==> src/sv/ltsc_pkg.sv <==
`timescale 1ns / 1ps
// ----------------------------------------------------------------------------
// ltsc_pkg: shared types and constants of the tile slot cache
// Field widths, register indexes, reset values and state encodings.
// ----------------------------------------------------------------------------
package ltsc_pkg;

    localparam int SIG_W      = 64;
    localparam int COLS_W     = 7;
    localparam int ROWS_W     = 7;
    localparam int TILE_W     = 9;
    localparam int POS_W      = 14;
    localparam int SLOT_OUT_W = 6;
    localparam int CFG_IDX_W  = 2;
    localparam int CFG_DATA_W = 9;

    localparam int MAX_SLOTS_DEF = 64;

    localparam logic [CFG_IDX_W-1:0] CFG_COLUMNS     = 2'd0;
    localparam logic [CFG_IDX_W-1:0] CFG_ROWS        = 2'd1;
    localparam logic [CFG_IDX_W-1:0] CFG_TILE_WIDTH  = 2'd2;
    localparam logic [CFG_IDX_W-1:0] CFG_TILE_HEIGHT = 2'd3;

    localparam logic [COLS_W-1:0] COLUMNS_RST     = 7'd8;
    localparam logic [ROWS_W-1:0] ROWS_RST        = 7'd8;
    localparam logic [TILE_W-1:0] TILE_WIDTH_RST  = 9'd64;
    localparam logic [TILE_W-1:0] TILE_HEIGHT_RST = 9'd64;

    localparam logic OP_LOOKUP = 1'b0;
    localparam logic OP_CLEAR  = 1'b1;

    typedef enum logic [1:0] {
        ST_IDLE,
        ST_CMP,
        ST_UPD
    } ltsc_state_t;

    typedef enum logic [1:0] {
        POS_IDLE,
        POS_DIV,
        POS_MUL
    } ltsc_pos_state_t;

    // Control broadcast to every cell of the recency chain
    typedef struct packed {
        logic load;
        logic hit;
    } ltsc_cell_ctrl_t;

    // Outcome flags of one lookup, handed to the position unit
    typedef struct packed {
        logic hit;
        logic evicted;
    } ltsc_flags_t;

endpackage

==> src/sv/ltsc_cell.sv <==
`timescale 1ns / 1ps
// ----------------------------------------------------------------------------
// ltsc_cell: one position of the recency chain
// Holds a signature and its slot, compares against the key, and shifts in
// the neighbour's entry while the chain is open at this position.
// ----------------------------------------------------------------------------
module ltsc_cell #(
    parameter int IDX    = 0,
    parameter int SLOT_W = 6,
    parameter int FILL_W = 7
) (
    input  logic                        aclk,
    input  ltsc_pkg::ltsc_cell_ctrl_t   ctrl,
    input  logic [ltsc_pkg::SIG_W-1:0]  key,
    input  logic [FILL_W-1:0]           fill,
    input  logic [FILL_W-1:0]           upto,
    input  logic [ltsc_pkg::SIG_W-1:0]  prev_sig,
    input  logic [SLOT_W-1:0]           prev_slot,
    input  logic                        open_in,
    input  logic [SLOT_W-1:0]           sel_in,
    output logic [ltsc_pkg::SIG_W-1:0]  sig,
    output logic [SLOT_W-1:0]           slot,
    output logic                        match,
    output logic                        open_out,
    output logic [SLOT_W-1:0]           sel_out
);
    import ltsc_pkg::*;

    logic [SIG_W-1:0]  sig_reg;
    logic [SLOT_W-1:0] slot_reg;
    logic              match_reg;
    logic              stop;

    // Only positions below the fill count take part in the compare
    always_ff @(posedge aclk) begin
        match_reg <= (FILL_W'(IDX) < fill) && (sig_reg == key);
    end

    // Shift in the neighbour's entry while the chain is open here
    always_ff @(posedge aclk) begin
        if (ctrl.load && open_in) begin
            sig_reg  <= prev_sig;
            slot_reg <= prev_slot;
        end
    end

    // The chain closes after the hit position, or after the last moved one
    assign stop     = ctrl.hit ? match_reg : (FILL_W'(IDX) == upto);
    assign open_out = open_in && !stop;
    assign sel_out  = sel_in | (stop ? slot_reg : '0);

    assign sig   = sig_reg;
    assign slot  = slot_reg;
    assign match = match_reg;

endmodule

==> config.mk <==
export PLATFORM = sky130hd
export DESIGN_NAME = ltsc_cell
export DESIGN_NICKNAME = d
export VERILOG_FILES = /design/src/sv/ltsc_pkg.sv /design/src/sv/ltsc_cell.sv
export SDC_FILE = /design/constraint.sdc
export NUM_CORES = 1
export LEC_CHECK = 0
export BUFFER_PORTS_ARGS = -buffer_cell sky130_fd_sc_hd__buf_2
export CAP_MARGIN = 40
export CORE_MARGIN = 3
export CORE_UTILIZATION = 25
export DETAILED_ROUTE_END_ITERATION = 16
export PLACE_DENSITY_LB_ADDON = 0.05
export SYNTH_ARGS = -nofsm -noshare
export SYNTH_HDL_FRONTEND = slang
export SYNTH_SLANG_ARGS = --single-unit
==> constraint.sdc <==
create_clock -name aclk -period 4.77 [get_ports aclk]
set_input_delay 0.2385 -clock aclk [delete_from_list [all_inputs] [get_ports aclk]]
set_output_delay 0.2385 -clock aclk [all_outputs]
set_load 0.05 [all_outputs]
==> key figures <==
Synthesis
  – Combinational family with the most area after synthesis: XOR/XNOR gates
  – Top cells by area, synth: edfxtp_1 (72%), xor2_1 (11%), xnor2_1 (8.1%)
  – Mapped Area: 0.002932 mm²
  – Synthesized flop and latch total: 71
  – Synth warnings: 0
  – Post-Synthesis Cells: 171
  – Count leader, synth: edfxtp_1
  – Avg Inst Size Synth: 17.14 µm²
  – Adder-Cell Fraction of Synth Area: 0
  – Post-synth top area share: 0.7170
  – Syn Nets: 329
  – Yosys top cell by area: edfxtp_1
  – Synth Area in XOR/XNOR: 0.1938
  – Post-synthesis mux area share: 0
  – Top post-synthesis cells by count: edfxtp_1 (70), xor2_1 (36), xnor2_1 (27)
  – Ys flop type: edfxtp_1
  – Ys async rst share: 0
  – Sequential fraction of the synthesis area: 0.7239
  – Distinct cells, synth: 17
  – Number of synthesized flops with an enable pin: 70
  – Compound-cell area share of the yosys netlist: 0.02177
  – Simple-gate portion of the synthesized area: 0.05933

Critical path
  – CP required: 4.53 ns
  – Slowest stage delay, CP: 0.36 ns
  – CP startpoint: match
  – Worst path bufs/invs: 1
  – CP max FO: 7
  – CP Cell Sequence: a22o_1 > a21o_1 > buf_2
  – Reg2reg start: sig[29]
  – Startpoint Class: register
  – Slowest stage cell, crit path: dfxtp_1
  – Crit Path Category: register to output port
  – Crit path max-delay family: compound AO/OA/AOI/OAI gates
  – CP Capture Type: output port
  – CP arrival: 1.38 ns

Routing
  – Vias per inst: 4.152
  – Detailed Route Iter0 Violations: 51
  – Drt pass-1 iters: 4
  – DRT Wirelength: 8.314 mm
  – Per-cell routed wire length: 14.74 µm
  – Detail Route Antenna Nets: 0
  – Post-route DRC: 0
  – Vias: 2342

Clock network
  – Longest Clk Path Bufs: 2
  – Clock latency on the worst-skew pair: 0.33 ns
  – H-tree depth: 3
  – Post-cts sizing count: 0
  – CTS Sinks: 71
  – CTS tree: done
  – Reg clk slew, reported paths: 0.06 ns
  – Post-CTS Hold Buffers: 0
  – Post-CTS Setup Inserts: 0
  – Clk Tree Root Cell: clkbuf_16
  – Num CTS Buffers: 9

Timing
  – Period utilization: 0.3389
  – # setup viols final: 0
  – Unrepaired setup endpoints after global routing: no
  – Clk_skew: 0.004913 ns
  – Final hold vios: 0
  – Max Transition Viols Final: 0
  – Min Tclk post-route: 1.616 ns
  – Fmax achieved: 618.6 MHz
  – Least-Margin Pin Slew: 0.8035 ns
  – Slew HR: 0.4643
  – Total Neg Setup Slack: 0 ns

Pwr
  – VDD IR-drop max: 0.0001754 V
  – Cell Int Power: 1.244 mW
  – Power per Cell Area: 379.5 mW/mm²
  – Seq pwr share: 0.437
  – Clock network power share: 0.373
  – NetSw: 495.8 µW
  – Sw frac: 0.2850
  – Power share of the combinational group: 0.190
  – Total power: 1.739 mW
  – Leak Pwr: 2.020 nW

Cells and area
  – NumNets Final: 576
  – Area of the multi-input gates: 807.0 µm²
  – Final non-filler cell total: 564
  – Area added between synthesis and finish: 56.34%
  – Register area: 0.002122 mm²
  – Util after Layout: 0.4119
  – Share of layout cells above drive strength 1: 0.6028
  – Number of flip-flops under the largest register name: 64
  – Fill cells: 1072

Die
  – Initial Utilization: 0.2635
  – Io pins: 236
  – Height of the die: 114.3 µm
  – Core Region: 0.01113 mm²
  – Chip Width: 114.3 µm
  – Die Footprint: 0.01306 mm²
  – Cell Rows: 38

Min path
  – Hold_sp: prev_sig[26]
  – Worst hold path class: input port to register

Placed design
  – Cells after DPL: 547
  – GP Congestion: 0.7410
  – DPL Wire Length: 6.872 mm
  – Port Buf Inserts: 235

Job
  – Maxcap violations: 0

Global routing
  – Initial antenna violation count: 1
  – Pin count of the biggest net entering global routing: 38
  – Grt total ovfl: 0
  – Vias in the first global route: 2405
  – Global-route wire length before repair: 11.94 mm
  – Total GRT Usage: 0.1210

Outcome
  – Outcome: complete, no violations
## power groups by stage
| stage | clock network, mW | registers, mW | logic (mW) |
|---|---|---|---|
| after floorplan | 0 | 0.913 | 0.0716 |
| after global placement | 0 | 0.775 | 0.334 |
| after detailed placement | 0 | 0.774 | 0.335 |
| after CTS | 0.672 | 0.761 | 0.335 |
| after global routing | 0.693 | 0.765 | 0.352 |
| final | 0.649 | 0.760 | 0.331 |
## logic make-up (layout without fill, tap and decap cells)
logic type | after synthesis | count (layout)
AO/OA/AOI/OAI | 8 | 8
AND/OR/NAND/NOR | 27 | 27
flip-flops | 71 | 71
buffers and inverters | 1 | 253
XOR/XNOR | 64 | 64
other | 0 | 1
## placed cells by master, fill, tap and decap left out, drive strengths merged
master and count:
nor4 13, nor2 1, a2111oi 1, dfxtp 1, nand4 9, clkbuf 9
nand3 1, edfxtp 70, a21o 6, bufinv 1, xnor2 28, buf 236
diode 1, and2 1, nor3 2, xor2 36, inv 1, clkinv 4
clkinvlp 2, a22o 1
## path summary, 6_finish.rpt
| kind | end | slack [ns] | depth (start not counted) |
|---|---|---|---|
| worst max-delay path | sel_out[2] | 3.15 | 3 |
| worst max register to register | match | 3.21 | 5 |
| worst min register to register | match | 0.73 | 4 |
| worst min-delay path | sig[26] | 0.08 | 1 |
## per-stage QoR
step                      hold WS (ns)  worst slack [ns]  area, µm²
after floorplan                 0.3374             2.456       2932
after global routing           0.06820             2.987       4583
after global placement          0.4147             2.757       4292
final                          0.08498             3.154       4583
after CTS                      0.06890             3.108       4581
after detailed placement        0.4166             2.770       4292
## per-layer routing
layer	wire, µm	track usage
met5	0	0
met4	165	0.04988
met3	978	0.05021
met2	4269	0.2170
met1	2901	0.1240
## area by class of cell
| class | count | area share |
|---|---|---|
| flip-flops and latches | 71 | 0.4630 |
| repair buffers | 236 | 0.2583 |
| multi-input cells | 99 | 0.1761 |
| clock buffers | 9 | 0.04914 |
| well taps | 140 | 0.03822 |
| clock inverters | 7 | 0.01392 |
| inverters | 1 | 0.0008190 |
| diodes | 1 | 0.0005460 |
Power figures use the tool's default switching activity.
