`src/sv/ltsc_pkg.sv`:
```
`timescale 1ns / 1ps
// ----------------------------------------------------------------------------
// ltsc_pkg: shared types and constants of the tile slot cache
// Field widths, register indexes, reset values and state encodings.
// ----------------------------------------------------------------------------
package ltsc_pkg;

    localparam int SIG_W      = 64;
    localparam int COLS_W     = 7;
    localparam int ROWS_W     = 7;
    localparam int TILE_W     = 9;
    localparam int POS_W      = 14;
    localparam int SLOT_OUT_W = 6;
    localparam int CFG_IDX_W  = 2;
    localparam int CFG_DATA_W = 9;

    localparam int MAX_SLOTS_DEF = 64;

    localparam logic [CFG_IDX_W-1:0] CFG_COLUMNS     = 2'd0;
    localparam logic [CFG_IDX_W-1:0] CFG_ROWS        = 2'd1;
    localparam logic [CFG_IDX_W-1:0] CFG_TILE_WIDTH  = 2'd2;
    localparam logic [CFG_IDX_W-1:0] CFG_TILE_HEIGHT = 2'd3;

    localparam logic [COLS_W-1:0] COLUMNS_RST     = 7'd8;
    localparam logic [ROWS_W-1:0] ROWS_RST        = 7'd8;
    localparam logic [TILE_W-1:0] TILE_WIDTH_RST  = 9'd64;
    localparam logic [TILE_W-1:0] TILE_HEIGHT_RST = 9'd64;

    localparam logic OP_LOOKUP = 1'b0;
    localparam logic OP_CLEAR  = 1'b1;

    typedef enum logic [1:0] {
        ST_IDLE,
        ST_CMP,
        ST_UPD
    } ltsc_state_t;

    typedef enum logic [1:0] {
        POS_IDLE,
        POS_DIV,
        POS_MUL
    } ltsc_pos_state_t;

    // Control broadcast to every cell of the recency chain
    typedef struct packed {
        logic load;
        logic hit;
    } ltsc_cell_ctrl_t;

    // Outcome flags of one lookup, handed to the position unit
    typedef struct packed {
        logic hit;
        logic evicted;
    } ltsc_flags_t;

endpackage

```
`src/sv/ltsc_pos.sv`:
```
`timescale 1ns / 1ps
// ----------------------------------------------------------------------------
// ltsc_pos: slot to pixel position unit with output register
// Splits the slot into column and row by a restoring divider, one bit a
// cycle, scales both by the tile size and holds the result word.
// ----------------------------------------------------------------------------
module ltsc_pos #(
    parameter int SLOT_W = 6
) (
    input  logic                              aclk,
    input  logic                              aresetn,
    input  logic                              job_valid,
    input  ltsc_pkg::ltsc_flags_t             job_flags,
    input  logic [SLOT_W-1:0]                 job_slot,
    input  logic [ltsc_pkg::COLS_W-1:0]       columns,
    input  logic [ltsc_pkg::TILE_W-1:0]       tile_width,
    input  logic [ltsc_pkg::TILE_W-1:0]       tile_height,
    output logic                              job_ready,
    output logic                              m_valid,
    input  logic                              m_ready,
    output logic                              m_hit,
    output logic                              m_evicted,
    output logic [ltsc_pkg::SLOT_OUT_W-1:0]   m_slot_index,
    output logic [ltsc_pkg::POS_W-1:0]        m_atlas_x,
    output logic [ltsc_pkg::POS_W-1:0]        m_atlas_y
);
    import ltsc_pkg::*;

    localparam int CNT_W = $clog2(SLOT_W + 1);
    localparam int PX_W  = COLS_W + TILE_W;
    localparam int PY_W  = SLOT_W + TILE_W;

    ltsc_pos_state_t state_reg, state_next;

    logic [CNT_W-1:0]  cnt_reg;
    logic [COLS_W-1:0] rem_reg;
    logic [SLOT_W-1:0] quo_reg;
    logic [SLOT_W-1:0] slot_reg;
    ltsc_flags_t       flags_reg;

    logic                  out_valid_reg, out_valid_next;
    logic                  out_hit_reg;
    logic                  out_evicted_reg;
    logic [SLOT_OUT_W-1:0] out_slot_reg;
    logic [POS_W-1:0]      out_x_reg;
    logic [POS_W-1:0]      out_y_reg;

    logic [COLS_W:0]   trial;
    logic              ge;
    logic [COLS_W-1:0] rem_step;
    logic [SLOT_W-1:0] quo_step;
    logic [PX_W-1:0]   prod_x;
    logic [PY_W-1:0]   prod_y;
    logic              out_load;

    // One restoring step: bring down the next slot bit
    assign trial    = {rem_reg, quo_reg[SLOT_W-1]};
    assign ge       = trial >= {1'b0, columns};
    assign rem_step = ge ? COLS_W'(trial - {1'b0, columns}) : COLS_W'(trial);
    assign quo_step = SLOT_W'({quo_reg, ge});

    assign prod_x = PX_W'(rem_reg) * PX_W'(tile_width);
    assign prod_y = PY_W'(quo_reg) * PY_W'(tile_height);

    assign out_load  = (state_reg == POS_MUL) && (!out_valid_reg || m_ready);
    assign job_ready = (state_reg == POS_IDLE);

    always_ff @(posedge aclk) begin
        if (!aresetn) begin
            state_reg     <= POS_IDLE;
            out_valid_reg <= 1'b0;
        end else begin
            state_reg     <= state_next;
            out_valid_reg <= out_valid_next;
        end
    end

    always_comb begin
        state_next     = state_reg;
        out_valid_next = out_valid_reg;
        if (m_ready) begin
            out_valid_next = 1'b0;
        end
        case (state_reg)
            POS_IDLE: begin
                if (job_valid) begin
                    state_next = POS_DIV;
                end
            end
            POS_DIV: begin
                if (cnt_reg == CNT_W'(1)) begin
                    state_next = POS_MUL;
                end
            end
            POS_MUL: begin
                if (out_load) begin
                    state_next     = POS_IDLE;
                    out_valid_next = 1'b1;
                end
            end
            default: begin
                state_next = POS_IDLE;
            end
        endcase
    end

    always_ff @(posedge aclk) begin
        if (state_reg == POS_IDLE && job_valid) begin
            cnt_reg   <= CNT_W'(SLOT_W);
            rem_reg   <= '0;
            quo_reg   <= job_slot;
            slot_reg  <= job_slot;
            flags_reg <= job_flags;
        end else if (state_reg == POS_DIV) begin
            cnt_reg <= cnt_reg - CNT_W'(1);
            rem_reg <= rem_step;
            quo_reg <= quo_step;
        end
    end

    // Pixel positions are truncated to the output field
    always_ff @(posedge aclk) begin
        if (out_load) begin
            out_hit_reg     <= flags_reg.hit;
            out_evicted_reg <= flags_reg.evicted;
            out_slot_reg    <= SLOT_OUT_W'(slot_reg);
            out_x_reg       <= POS_W'(prod_x);
            out_y_reg       <= POS_W'(prod_y);
        end
    end

    assign m_valid      = out_valid_reg;
    assign m_hit        = out_hit_reg;
    assign m_evicted    = out_evicted_reg;
    assign m_slot_index = out_slot_reg;
    assign m_atlas_x    = out_x_reg;
    assign m_atlas_y    = out_y_reg;

endmodule

```
`config.mk`:
```
export PLATFORM = sky130hd
export DESIGN_NAME = ltsc_pos
export DESIGN_NICKNAME = d
export VERILOG_FILES = /design/src/sv/ltsc_pkg.sv /design/src/sv/ltsc_pos.sv
export SDC_FILE = /design/constraint.sdc
export NUM_CORES = 1
export LEC_CHECK = 0
export BUFFER_PORTS_ARGS = -buffer_cell sky130_fd_sc_hd__buf_2
export CORE_ASPECT_RATIO = 0.9
export CORE_MARGIN = 5
export CORE_UTILIZATION = 45
export DETAILED_ROUTE_END_ITERATION = 10
export PLACE_DENSITY = 0.69
export RECOVER_POWER = 100
export SYNTH_ARGS = -nofsm -noshare
export SYNTH_HDL_FRONTEND = slang
export SYNTH_SLANG_ARGS = --single-unit
export TNS_END_PERCENT = 30
```
`constraint.sdc`:
```
create_clock -name aclk -period 6.05 [get_ports aclk]
set_clock_uncertainty 0.05 [all_clocks]
set_input_delay 1.21 -clock aclk [delete_from_list [all_inputs] [get_ports aclk]]
set_output_delay 1.21 -clock aclk [all_outputs]
set_load 0.05 [all_outputs]
```
==> metrics.md, run 1 <==
| Metric | Value |
|---|---|
| Status | `finished with violations` |
| Failing checks | `capacitance limit, slew limit` |
| P per Cell Area | `~430 nW/um2` |
| Post-layout util | `about half` |
| Clk_lat worst skew | `0.33 ns` |
| Synthesis-to-layout area growth | `11.9%` |
| Arrival time worst endpoint | `about 5.4 ns` |
| Syn_nets | `about 740` |
| DRT iter0 DRCs | `between 200 and 250` |
| Post-CTS setup buffer count | `0` |
| Share of cells above drive strength 1 | `under 10%` |
| Clk slew on worst S/H paths | `roughly 0.060 ns` |
| Area after DPL | `6420 um2` |
| Max-slew violations | `37` |
| Hold Path Class | `register to register` |
| Top FF cell, synth | `edfxtp_1` |
| Top cell type by total area after synthesis | `edfxtp_1` |
| Critical R2R Launch | `rem_reg[5]$_SDFFE_PP0P_` |
| Vias per cell | `around 5` |
| DIE AREA | `15,500 um2` |
| Ys Warns | `0` |
| CP max FO | `7` |
| Die Width | `around 130 um` |
| Seq/Total Area, Yosys | `29.9%` |
| Worst Min Path Start | `slot_reg[5]$_DFFE_PP_` |
| Netlist cell types | `40` |
| WHS Path Cells | `0` |
| # clock sinks | `63` |
| RSZ-0062 raised after global routing | `false` |
| Slew margin rel. | `-118%` |
| Row cnt | `39` |
| Vias in the first global route | `between 4,000 and 5,000` |
| Antenna Cells | `0` |
| Gr ovfl total | `0` |
| Avg Cell Area, Syn | `10.1 um2` |
| Via Count | `4,107` |
| Worst Reg2Reg Path Length in Cells | `14` |
| Setup TNS | `0 ns` |
| Worst EP required | `6.08 ns` |
| Worst setup SP type | `input port` |
| Max-Cap Viols | `1` |
| Placer Congestion | `~0.90` |
| Core area | `12,700 um2` |
| Final Hold Viols | `0` |
| Die height | `118 um` |
| Antenna violations before repair | `0` |
| DRT Wirelength | `between 10,000 and 15,000 um` |
| CTS buffer count | `9` |
| Synthesized flop and latch total | `between 60 and 70` |
| Drt wl/cell | `~15 um` |
| Final #Nets | `810` |
| Area of the mapped netlist | `just under 6000 um2` |
| DRC | `0` |
| Starting Density | `a little under half` |
| Most frequent cells in the layout | `inv_1 (97), and2_1 (82), fa_1 (62)` |
| Resized cells post-CTS | `0` |
| GR Util All Layers | `16.6%` |
| I/O pin count | `75` |
| Port Buffers | `between 70 and 80` |
| HPWL Detailed | `9720 um` |
| Worst setup path class | `input port to register` |
| Post-route cell area | `approximately 6600 um2` |
| Fin Hold WS | `roughly 0.37 ns` |
| Routed Antenna Nets | `0` |
| Worst r2r dst | `m_atlas_x[12]$_DFFE_PP_` |
| Fin crit share | `88.4%` |
| Synth area leaders | `edfxtp_1 (26%), fa_1 (21%), ha_1 (12%), and2_1 (10%), inv_1 (6.2%)` |
| H-tree levels | `3` |
| Maximum vdd drop | `0.203 mV` |
| Largest net degree at the start of global routing | `37` |
| TritonCTS clock tree | `yes` |
| First-pass GRT wire length | `slightly above 20,000 um` |
| Leakage | `3.03 nW` |
| Hold EP | `m_slot_index[5]$_DFFE_PP_` |
| Min cycle time layout | `~5.3 ns` |
| First-pass DRT Iterations | `4` |
| Syn Inst Count | `580` |
| Critical Path Sink Type | `register` |
| # hold bufs at CTS | `0` |
| Commonest non-fill, non-tap cell in the layout | `inv_1` |
| Final setup fails | `0` |
| Yosys top cell area share | `around a quarter` |
| Fmax | `~190 MHz` |
| R2r setup slk | `~1.2 ns` |
| Longest Clk Path Bufs | `2` |
| Root Driver | `clkbuf_16` |
| Worst-Margin Slew | `3.26 ns` |
| Post-synth ARST share | `0%` |
| Number of synthesized flops with an enable pin | `50` |
==> through the flow <==
stage	total power, mW	cells	worst slack, ns
2_1_floorplan	2.07	580	0.877
3_3_place_gp	2.37	806	0.634
3_5_place_dp	2.44	806	0.547
4_1_cts	2.93	822	0.901
5_1_grt	3.19	822	0.497
6_report	2.86	822	0.703
==> cells by family (layout without fill, tap and decap cells) <==
kind of cell | Yosys count | after routing | share of synthesized area (%)
compound gates | 67 | 67 | 7.38
flops | 63 | 63 | 29.9
xor+xnor | 27 | 27 | 4.02
buf+inv | 110 | 188 | 7.02
mux | 5 | 5 | 0.893
simple gates | 188 | 188 | 17.3
fa+ha+maj | 120 | 120 | 33.4
==> worst max-delay path by stage <==
stage,endpoint,slack [ns],startpoint,cells after the start
after floorplan,m_atlas_x[12]$_DFFE_PP_,0.88,tile_width[3],15
after global placement,m_atlas_x[12]$_DFFE_PP_,0.63,tile_width[3],16
after detailed placement,m_atlas_x[12]$_DFFE_PP_,0.55,tile_width[3],16
after CTS,m_atlas_x[12]$_DFFE_PP_,0.90,tile_width[3],16
after global routing,m_atlas_x[12]$_DFFE_PP_,0.50,tile_width[3],16
final,m_atlas_x[12]$_DFFE_PP_,0.70,tile_width[3],16
==> area by class of cell <==
cell class	count	area [um2]
inverter	98	368
fill	1180	6150
clock buffer	10	229
clock inverter	6	37.5
tap	164	205
multi-input combinational	407	3670
timing repair buffer	74	309
sequential	63	1760
==> cell usage after synthesis, drive strengths merged, types with 3 or more instances <==
library cell	count
nand3	9
ha	58
nand2	50
edfxtp	50
xor2	6
o21bai	5
xnor2	21
nor2b	4
nor3	5
inv	97
nand2b	4
o21ai	21
mux2i	3
nor2	15
dfxtp	13
clkbuf	12
o21a	6
o211ai	3
fa	62
a21oi	20
or3	3
and2	94
o31ai	3
==> power breakdown <==
| part | internal [mW] | total (mW) | switching (mW) |
|---|---|---|---|
| Clock | 0.275 | 0.462 | 0.188 |
| Combinational | 0.758 | 1.72 | 0.958 |
| Sequential | 0.591 | 0.683 | 0.0922 |
| Total | 1.62 | 2.86 | 1.24 |
==> worst max-delay path, cell delays in order <==
cell and delay, ns:
clkbuf_1 0.14, and2_0 0.21, fa_1 0.55, inv_1 0.05, fa_1 0.48, inv_1 0.06
fa_1 0.52, inv_1 0.05, fa_1 0.52, inv_1 0.04, ha_1 0.35, o21a_1 0.23
a2111oi_0 0.53, o31ai_1 0.15, a21oi_1 0.19, xnor2_1 0.07
==> routing by layer <==
| layer | routed length, um | GRT usage, % | up-vias |
|---|---|---|---|
| met4 | 219 | 5.01 | 0 |
| met5 | 0 | 0 | - |
| met2 | 5450 | 25.3 | 92 |
| li1 | - | - | 2019 |
| met1 | 5870 | 24.0 | 1980 |
| met3 | 585 | 3.38 | 16 |
(Power assumes the default switching activity.)
==> run 2, diff against run 1 <==
--- a/config.mk
+++ b/config.mk
@@ -5,12 +5,13 @@
 export SDC_FILE = /design/constraint.sdc
 export NUM_CORES = 1
 export LEC_CHECK = 0
+export ABC_AREA = 1
 export BUFFER_PORTS_ARGS = -buffer_cell sky130_fd_sc_hd__buf_2
 export CORE_ASPECT_RATIO = 0.9
 export CORE_MARGIN = 5
 export CORE_UTILIZATION = 45
 export DETAILED_ROUTE_END_ITERATION = 10
-export PLACE_DENSITY = 0.69
+export PLACE_DENSITY = 0.68
 export RECOVER_POWER = 100
 export SYNTH_ARGS = -nofsm -noshare
 export SYNTH_HDL_FRONTEND = slang
==> run 2 against run 1 <==
The flow still finishes with violations (capacitance limit, slew limit); design area rose by 7.7%; global-route usage barely moved; hold slack improved by 0.0011 ns; clock power rose by 4.5%; flip-flop and latch count did not move; first-iteration DRC count rose by 42%; final cell count rose by 28%; worst setup slack improved by 0.46 ns; total power fell by 3.3%; clock-buffer cell count did not move; largest cell class unchanged.
==> metrics.md, run 2 <==
| Metric | Value |
|---|---|
| Status | `finished with violations (unchanged)` |
| Failing checks | `capacitance limit, slew limit (unchanged)` |
| Syn Inst Count | `787 (was 580)` |
| Die height | `123 um (was 118 um)` |
| Fin Hold WS | `0.368 ns (was 0.366 ns)` |
| Antenna Cells | `0 (unchanged)` |
| Area of the mapped netlist | `6360 um2 (was 5880 um2)` |
| Clk_lat worst skew | `0.33 ns (about the same)` |
| Top-count cell post-synth | `nand2_1 (was inv_1)` |
| Slew margin rel. | `-99.6% (was -118%)` |
| Maximum vdd drop | `0.193 mV (was 0.203 mV)` |
| Ys Warns | `0 (unchanged)` |
| Critical path, cell by cell | `clkbuf_1 -> nand2_1 -> fa_1 -> fa_1 -> inv_1 -> fa_1 -> inv_1 -> fa_1 -> inv_1 -> ha_1 -> a21oi_1 -> o21ai_0 -> inv_1 -> nand2_1 -> nand2_1 -> nand2_1 -> nand2_1 -> nand2_1 (was clkbuf_1 -> and2_0 -> fa_1 -> inv_1 -> fa_1 -> inv_1 -> fa_1 -> inv_1 -> fa_1 -> inv_1 -> ha_1 -> o21a_1 -> a2111oi_0 -> o31ai_1 -> a21oi_1 -> xnor2_1)` |
| Arrival time worst endpoint | `4.93 ns (was 5.38 ns)` |
| Placed cells | `1,039 (was 806)` |
| Worst EP required | `6.09 ns (was 6.08 ns)` |
| First-pass GRT wire length | `22,200 um (was 20,300 um)` |
| Worst-Margin Slew | `2.98 ns (was 3.26 ns)` |
| Vias per cell | `4.68 (was 5.00)` |
| Longest Clk Path Bufs | `2 (unchanged)` |
| Crit path largest cell delay | `0.54 ns (was 0.55 ns)` |
| Yosys top cell area share | `23.6% (was 25.5%)` |
| Synthesized flop and latch total | `63 (unchanged)` |
| Hold Path Class | `register to register (unchanged)` |
| Largest net degree at the start of global routing | `37 (unchanged)` |
| Clk slew on worst S/H paths | `0.06 ns (about the same)` |
| Top cell type by total area after synthesis | `edfxtp_1 (unchanged)` |
| Drt wl/cell | `12.0 um (was 14.8 um)` |
| I/O pin count | `75 (unchanged)` |
| Setup TNS | `0 ns (unchanged)` |
| Synthesis-to-layout area growth | `11.5% (was 11.9%)` |
| Most used cell, CP | `nand2_1` |
| Vias in the first global route | `4,784 (was 4,142)` |
| Post-CTS setup buffer count | `0 (unchanged)` |
| Max-slew violations | `37 (unchanged)` |
| Post-synth ARST share | `0% (unchanged)` |
| CP max stage cell | `fa_1 (unchanged)` |
| Post-route cell area | `7090 um2 (was 6580 um2)` |
| P per Cell Area | `390 nW/um2 (was 435 nW/um2)` |
| DIE AREA | `16,600 um2 (was 15,500 um2)` |
| Commonest non-fill, non-tap cell in the layout | `nand2_1 (was inv_1)` |
| Combinational power share | `58.4% (was 60.0%)` |
| Root Driver | `clkbuf_16 (unchanged)` |
| Seq/Total Area, Yosys | `27.7% (was 29.9%)` |
| Fmax | `205 MHz (was 187 MHz)` |
| # hold bufs at CTS | `0 (unchanged)` |
| Total power | `2.77 mW (was 2.86 mW)` |
| Final setup fails | `0 (unchanged)` |
| DRT iter0 DRCs | `286 (was 201)` |
| Leakage | `4.15 nW (was 3.03 nW)` |
| Sw Share | `45.8% (was 43.2%)` |
| HPWL Detailed | `10,200 um (was 9720 um)` |
| Fin crit share | `80.8% (was 88.4%)` |
| Via Count | `4,934 (was 4,107)` |
| # clock sinks | `63 (unchanged)` |
| DRC | `0 (unchanged)` |
| Min cycle time layout | `4.89 ns (was 5.35 ns)` |
| Placer Congestion | `0.892 (was 0.903)` |
| # fillers | `1,374 (was 1,180)` |
| Final Hold Viols | `0 (unchanged)` |
| Port Buffers | `74 (unchanged)` |
| Worst setup SP type | `input port (unchanged)` |
| CTS buffer count | `9 (unchanged)` |
| Resized cells post-CTS | `0 (unchanged)` |
| Syn_nets | `944 (was 737)` |
| Clock power frac | `17.5% (was 16.2%)` |
| Area after DPL | `6900 um2 (was 6420 um2)` |
| First-pass DRT Iterations | `5 (was 4)` |
| Most frequent cells in the layout | `nand2_1 (235), inv_1 (223), fa_1 (62) (was inv_1 (97), and2_1 (82), fa_1 (62))` |
| Routed Antenna Nets | `0 (unchanged)` |
| Antenna violations before repair | `0 (unchanged)` |
| GR Util All Layers | `16.6% (about the same)` |
| TritonCTS clock tree | `yes (unchanged)` |
| Share of cells above drive strength 1 | `6.15% (was 6.84%)` |
| H-tree levels | `3 (unchanged)` |
| Netlist cell types | `35 (was 40)` |
| Core area | `14,000 um2 (was 12,700 um2)` |
| Final #Nets | `1,014 (was 810)` |
| Max-Cap Viols | `1 (unchanged)` |
| RSZ-0062 raised after global routing | `false (unchanged)` |
| DRT Wirelength | `12,700 um (was 12,100 um)` |
| CP max FO | `7 (unchanged)` |
| Worst setup path class | `input port to register (unchanged)` |
| Multi-input logic area | `3650 um2 (was 3670 um2)` |
| Starting Density | `45.6% (was 46.2%)` |
| Row cnt | `41 (was 39)` |
| Gr ovfl total | `0 (unchanged)` |
| Int Power | `1.50 mW (was 1.62 mW)` |
| Number of synthesized flops with an enable pin | `50 (unchanged)` |
| Die Width | `135 um (was 131 um)` |
| Avg Cell Area, Syn | `8.08 um2 (was 10.1 um2)` |
| Fin cells | `1,055 (was 822)` |
| Seq. cell area | `1760 um2 (unchanged)` |
| Synth area leaders | `edfxtp_1 (24%), fa_1 (20%), nand2_1 (14%), inv_1 (13%), ha_1 (11%) (was edfxtp_1 (26%), fa_1 (21%), ha_1 (12%), and2_1 (10%), inv_1 (6.2%))` |
| Switching power | `1.27 mW (was 1.24 mW)` |
| Top FF cell, synth | `edfxtp_1 (unchanged)` |
| Critical Path Sink Type | `register (unchanged)` |
| Flop pwr share | `24.2% (was 23.9%)` |
| Synth cell count leaders | `nand2_1 (233), inv_1 (223), fa_1 (62) (was inv_1 (97), and2_1 (94), fa_1 (62))` |
## run 2: cell count changes after synthesis, sizes merged, moves of 13 or more
cell	change
inv	+127
nand2	+186
and2	-94
o21ai	-13
nand3	+24
xnor2	-13
## run 2: metal layers
layer	track usage, %	vias to the layer above	wire length (um)	share of wire [%]
met2	28.2	129	6060	48
li1	-	2486	-	-
met4	4.41	0	197	1.6
met5	0	-	0	0
met3	3.11	15	724	5.7
met1	21.9	2304	5710	45
## run 2: power groups by stage
stage | registers, mW | logic, mW | clock network (mW)
2_1_floorplan | 0.603 | 1.37 | 0
3_3_place_gp | 0.676 | 1.61 | 0
3_5_place_dp | 0.677 | 1.63 | 0
4_1_cts | 0.669 | 1.65 | 0.494
5_1_grt | 0.677 | 1.92 | 0.509
6_report | 0.669 | 1.62 | 0.483
## run 2: through the flow
step	util [%]	setup WS [ns]
global placement	49.4	1.04
finish	50.8	1.16
detailed placement	49.4	0.957
floorplan	-	1.32
CTS	51.5	1.31
global route	50.8	0.865
## run 2: logic make-up after synthesis
family                     after synthesis  share of synthesized area [%]
AOI/OAI and AO/OA                       37                           3.48
xor gates and xnor gates                22                           3.03
adders and majority gates              120                           30.9
buffers and inverters                  239                           14.5
DFF                                     63                           27.7
and+or+nand+nor                        306                           20.3
## run 2: cell type report
type / count / share of cell area (%)
inverter: 224 / 11.9
timing repair buffer: 74 / 4.38
clock buffer: 10 / 3.37
clock inverter: 6 / 0.635
multi-input combinational: 485 / 51.5
tap: 193 / 3.41
sequential: 63 / 24.8
## run 2: path summary, 6_finish.rpt
kind	end	from	slack [ns]	cells past startpoint
setup / recovery	m_atlas_x[11]$_DFFE_PP_	tile_width[0]	1.16	18
hold / removal	m_evicted$_DFFE_PP_	flags_reg[0]$_DFFE_PP_	0.37	0
setup reg to reg	m_atlas_x[11]$_DFFE_PP_	rem_reg[6]$_SDFFE_PP0P_	1.68	17
hold reg to reg	m_evicted$_DFFE_PP_	flags_reg[0]$_DFFE_PP_	0.37	0
## run 2: worst max-delay path: cells and delay by family
kind,cells,cell delay [ns]
buffers and inverters,5,0.46
AOI/OAI and AO/OA,2,0.32
adders and majority gates,5,2.48
and+or+nand+nor,6,0.42
==> run 3, diff against run 2 <==
--- a/config.mk
+++ b/config.mk
@@ -5,13 +5,13 @@
 export SDC_FILE = /design/constraint.sdc
 export NUM_CORES = 1
 export LEC_CHECK = 0
-export ABC_AREA = 1
+export ABC_AREA = 0
 export BUFFER_PORTS_ARGS = -buffer_cell sky130_fd_sc_hd__buf_2
 export CORE_ASPECT_RATIO = 0.9
 export CORE_MARGIN = 5
 export CORE_UTILIZATION = 45
 export DETAILED_ROUTE_END_ITERATION = 10
-export PLACE_DENSITY = 0.68
+export PLACE_DENSITY = 0.69
 export RECOVER_POWER = 100
 export SYNTH_ARGS = -nofsm -noshare
 export SYNTH_HDL_FRONTEND = slang
==> constraint.sdc (replaced) <==
create_clock -name aclk -period 4.7 [get_ports aclk]
set_clock_uncertainty 0.05 [all_clocks]
set_input_delay 0.94 -clock aclk [delete_from_list [all_inputs] [get_ports aclk]]
set_output_delay 0.94 -clock aclk [all_outputs]
set_load 0.05 [all_outputs]
==> run 3 against run 2 <==
The run still ends with capacitance limit, slew limit left; core utilization grew 3.1 points; clock-buffer cell count down 1; final cell count decreased by 20%; total power rose by 44%; via count decreased by 15%; worst setup slack lost 1.1 ns; register-to-register slack worse by 1.4 ns; critical path depth shrank 2; sequential share of layout area grew 0.80 points; non-clock buffer count rose by 23; die area is 6.9% lower; flip-flop and latch count did not move; critical path type unchanged; largest power group unchanged.
==> metrics.md, run 3 (synthesized netlist as in run 1, its figures left out) <==
| Metric | Value |
|---|---|
| Status | `finished with violations (unchanged)` |
| Failing checks | `capacitance limit, slew limit (unchanged)` |
| Hold Path Class | `register to register (unchanged)` |
| Dpl ws | `-0.313 ns (was 0.957 ns)` |
| DRC | `0 (unchanged)` |
| Clk_lat worst skew | `0.33 ns (about the same)` |
| Setup TNS | `0 ns (unchanged)` |
| DRT iter0 DRCs | `148 (was 286)` |
| Critical path, cell by cell | `buf_4 -> and2_4 -> fa_1 -> inv_2 -> fa_1 -> inv_2 -> fa_1 -> inv_2 -> fa_1 -> inv_2 -> ha_4 -> o21a_1 -> a2111oi_4 -> o31ai_1 -> a21oi_1 -> xnor2_1 (was clkbuf_1 -> nand2_1 -> fa_1 -> fa_1 -> inv_1 -> fa_1 -> inv_1 -> fa_1 -> inv_1 -> ha_1 -> a21oi_1 -> o21ai_0 -> inv_1 -> nand2_1 -> nand2_1 -> nand2_1 -> nand2_1 -> nand2_1)` |
| Core area | `12,700 um2 (was 14,000 um2)` |
| Max-slew violations | `37 (unchanged)` |
| Worst r2r dst | `m_atlas_x[12]$_DFFE_PP_ (was m_atlas_x[11]$_DFFE_PP_)` |
| Placer Congestion | `0.873 (was 0.892)` |
| Critical R2R Launch | `rem_reg[6]$_SDFFE_PP0P_ (unchanged)` |
| Fin Hold WS | `0.362 ns (was 0.368 ns)` |
| Critical Path Sink Type | `register (unchanged)` |
| Clk slew on worst S/H paths | `0.06 ns (about the same)` |
| Via Count | `4,198 (was 4,934)` |
| Worst setup SP type | `input port (unchanged)` |
| Total power | `3.98 mW (was 2.77 mW)` |
| Port Buffers | `74 (unchanged)` |
| CP max stage cell | `fa_1 (unchanged)` |
| TritonCTS clock tree | `yes (unchanged)` |
| Row cnt | `39 (was 41)` |
| Maximum vdd drop | `0.289 mV (was 0.193 mV)` |
| Drt wl/cell | `14.4 um (was 12.0 um)` |
| First-pass GRT wire length | `20,600 um (was 22,200 um)` |
| Crit path max-delay family | `adder cells (unchanged)` |
| Fin crit share | `between 90% and 100%` |
| Vias in the first global route | `4,350 (was 4,784)` |
| Share of cells above drive strength 1 | `12.3% (was 6.15%)` |
| Largest net degree at the start of global routing | `37 (unchanged)` |
| Post-route cell area | `6870 um2 (was 7090 um2)` |
| Most frequent cells in the layout | `inv_1 (93), and2_1 (81), fa_1 (62) (was nand2_1 (235), inv_1 (223), fa_1 (62))` |
| Die height | `118 um (was 123 um)` |
| Min cycle time layout | `about 4.6 ns` |
| Crit path largest cell delay | `0.52 ns (was 0.54 ns)` |
| RSZ-0062 raised after global routing | `true (was false)` |
| P per Cell Area | `580 nW/um2 (was 390 nW/um2)` |
| Fin cells | `845 (was 1,055)` |
| H-tree levels | `3 (unchanged)` |
| Final Hold Viols | `0 (unchanged)` |
| Worst EP required | `4.72 ns (was 6.09 ns)` |
| Commonest non-fill, non-tap cell in the layout | `inv_1 (was nand2_1)` |
| Fmax | `between 200 and 250 MHz` |
| Worst setup path class | `input port to register (unchanged)` |
| I/O pin count | `75 (unchanged)` |
| Worst-Margin Slew | `3.24 ns (was 2.98 ns)` |
| Vias per cell | `4.97 (was 4.68)` |
| Arrival time worst endpoint | `4.65 ns (was 4.93 ns)` |
| First-pass DRT Iterations | `4 (was 5)` |
| Starting Density | `46.2% (was 45.6%)` |
| Final #Nets | `833 (was 1,014)` |
| Worst Reg2Reg Path Length in Cells | `14 (was 17)` |
| CTS buffer count | `9 (unchanged)` |
| Synthesis-to-layout area growth | `16.7% (was 11.5%)` |
| Worst Min Path Start | `slot_reg[4]$_DFFE_PP_ (was flags_reg[0]$_DFFE_PP_)` |
| Final setup fails | `0 (unchanged)` |
| GR Util All Layers | `16.8% (was 16.6%)` |
| Longest Clk Path Bufs | `2 (unchanged)` |
| Gr ovfl total | `0 (unchanged)` |
| Die Width | `131 um (was 135 um)` |
| HPWL Detailed | `9900 um (was 10,200 um)` |
| Fin worst setup slack | `0.0765 ns (was 1.16 ns)` |
| R2r setup slk | `0.25 ns (was 1.68 ns)` |
| Hold EP | `m_slot_index[4]$_DFFE_PP_ (was m_evicted$_DFFE_PP_)` |
| Leakage | `3.18 nW (was 4.15 nW)` |
| Placed cells | `826 (was 1,039)` |
| Antenna violations before repair | `0 (unchanged)` |
| Slew margin rel. | `-116% (was -99.6%)` |
| DRT Wirelength | `12,200 um (was 12,700 um)` |
| Worst Setup SP | `tile_width[4] (was tile_width[0])` |
| DIE AREA | `15,500 um2 (was 16,600 um2)` |
| Max-Cap Viols | `1 (unchanged)` |
| Area after DPL | `6600 um2 (was 6900 um2)` |
| CP max FO | `5 (was 7)` |
| Worst path buffer plus inverter count | `5 (unchanged)` |
| WHS Path Cells | `0 (unchanged)` |
| # clock sinks | `63 (unchanged)` |
| Post-layout util | `53.9% (was 50.8%)` |
| Root Driver | `clkbuf_16 (unchanged)` |
| Routed Antenna Nets | `0 (unchanged)` |
| Antenna Cells | `0 (unchanged)` |
-- run 3: cell types whose count changed in the layout (fill, tap and decap cells not counted), sizes merged, moves of 8 or more --
cell / change
nand4: -9
inv: -125
and2: +94
buf: +25
nand2: -186
nand3: -24
xor2: -8
o21ai: +13
xnor2: +13
-- run 3: worst max path at each step --
stage | endpoint | slack, ns | cells past startpoint
global placement | m_atlas_x[13]$_DFFE_PP_ | -0.21 | 14
finish | m_atlas_x[12]$_DFFE_PP_ | 0.08 | 16
CTS | m_atlas_x[13]$_DFFE_PP_ | 0.06 | 14
floorplan | m_atlas_x[13]$_DFFE_PP_ | 0.03 | 13
global route | m_atlas_x[12]$_DFFE_PP_ | -0.06 | 14
detailed placement | m_atlas_x[13]$_DFFE_PP_ | -0.31 | 14
-- run 3: layer usage --
layer  part of all wire (%)  track usage, %
met3                    4.8            3.02
met1                     49            25.0
met2                     45            25.0
met4                    1.4            4.88
met5                      0               0
-- run 3: layout make-up --
type | count | area [um2]
well taps | 164 | 205
flip-flops and latches | 63 | 1760
inverters | 98 | 368
multi-input cells | 407 | 3740
clock inverters | 7 | 71.3
fillers | 1121 | 5870
clock buffers | 9 | 225
repair buffers | 97 | 498
-- run 3: repair_timing --
action,CTS,global route
gates resized for setup,0,14
setup buffers,0,3
hold buffers,0,0
endpoints found under the setup margin,0,2
-- run 3: power breakdown --
group,total (mW),internal [mW],switching (mW)
Clock,0.660,0.411,0.249
Sequential,0.854,0.761,0.0934
Combinational,2.47,1.16,1.31
Total,3.98,2.33,1.65
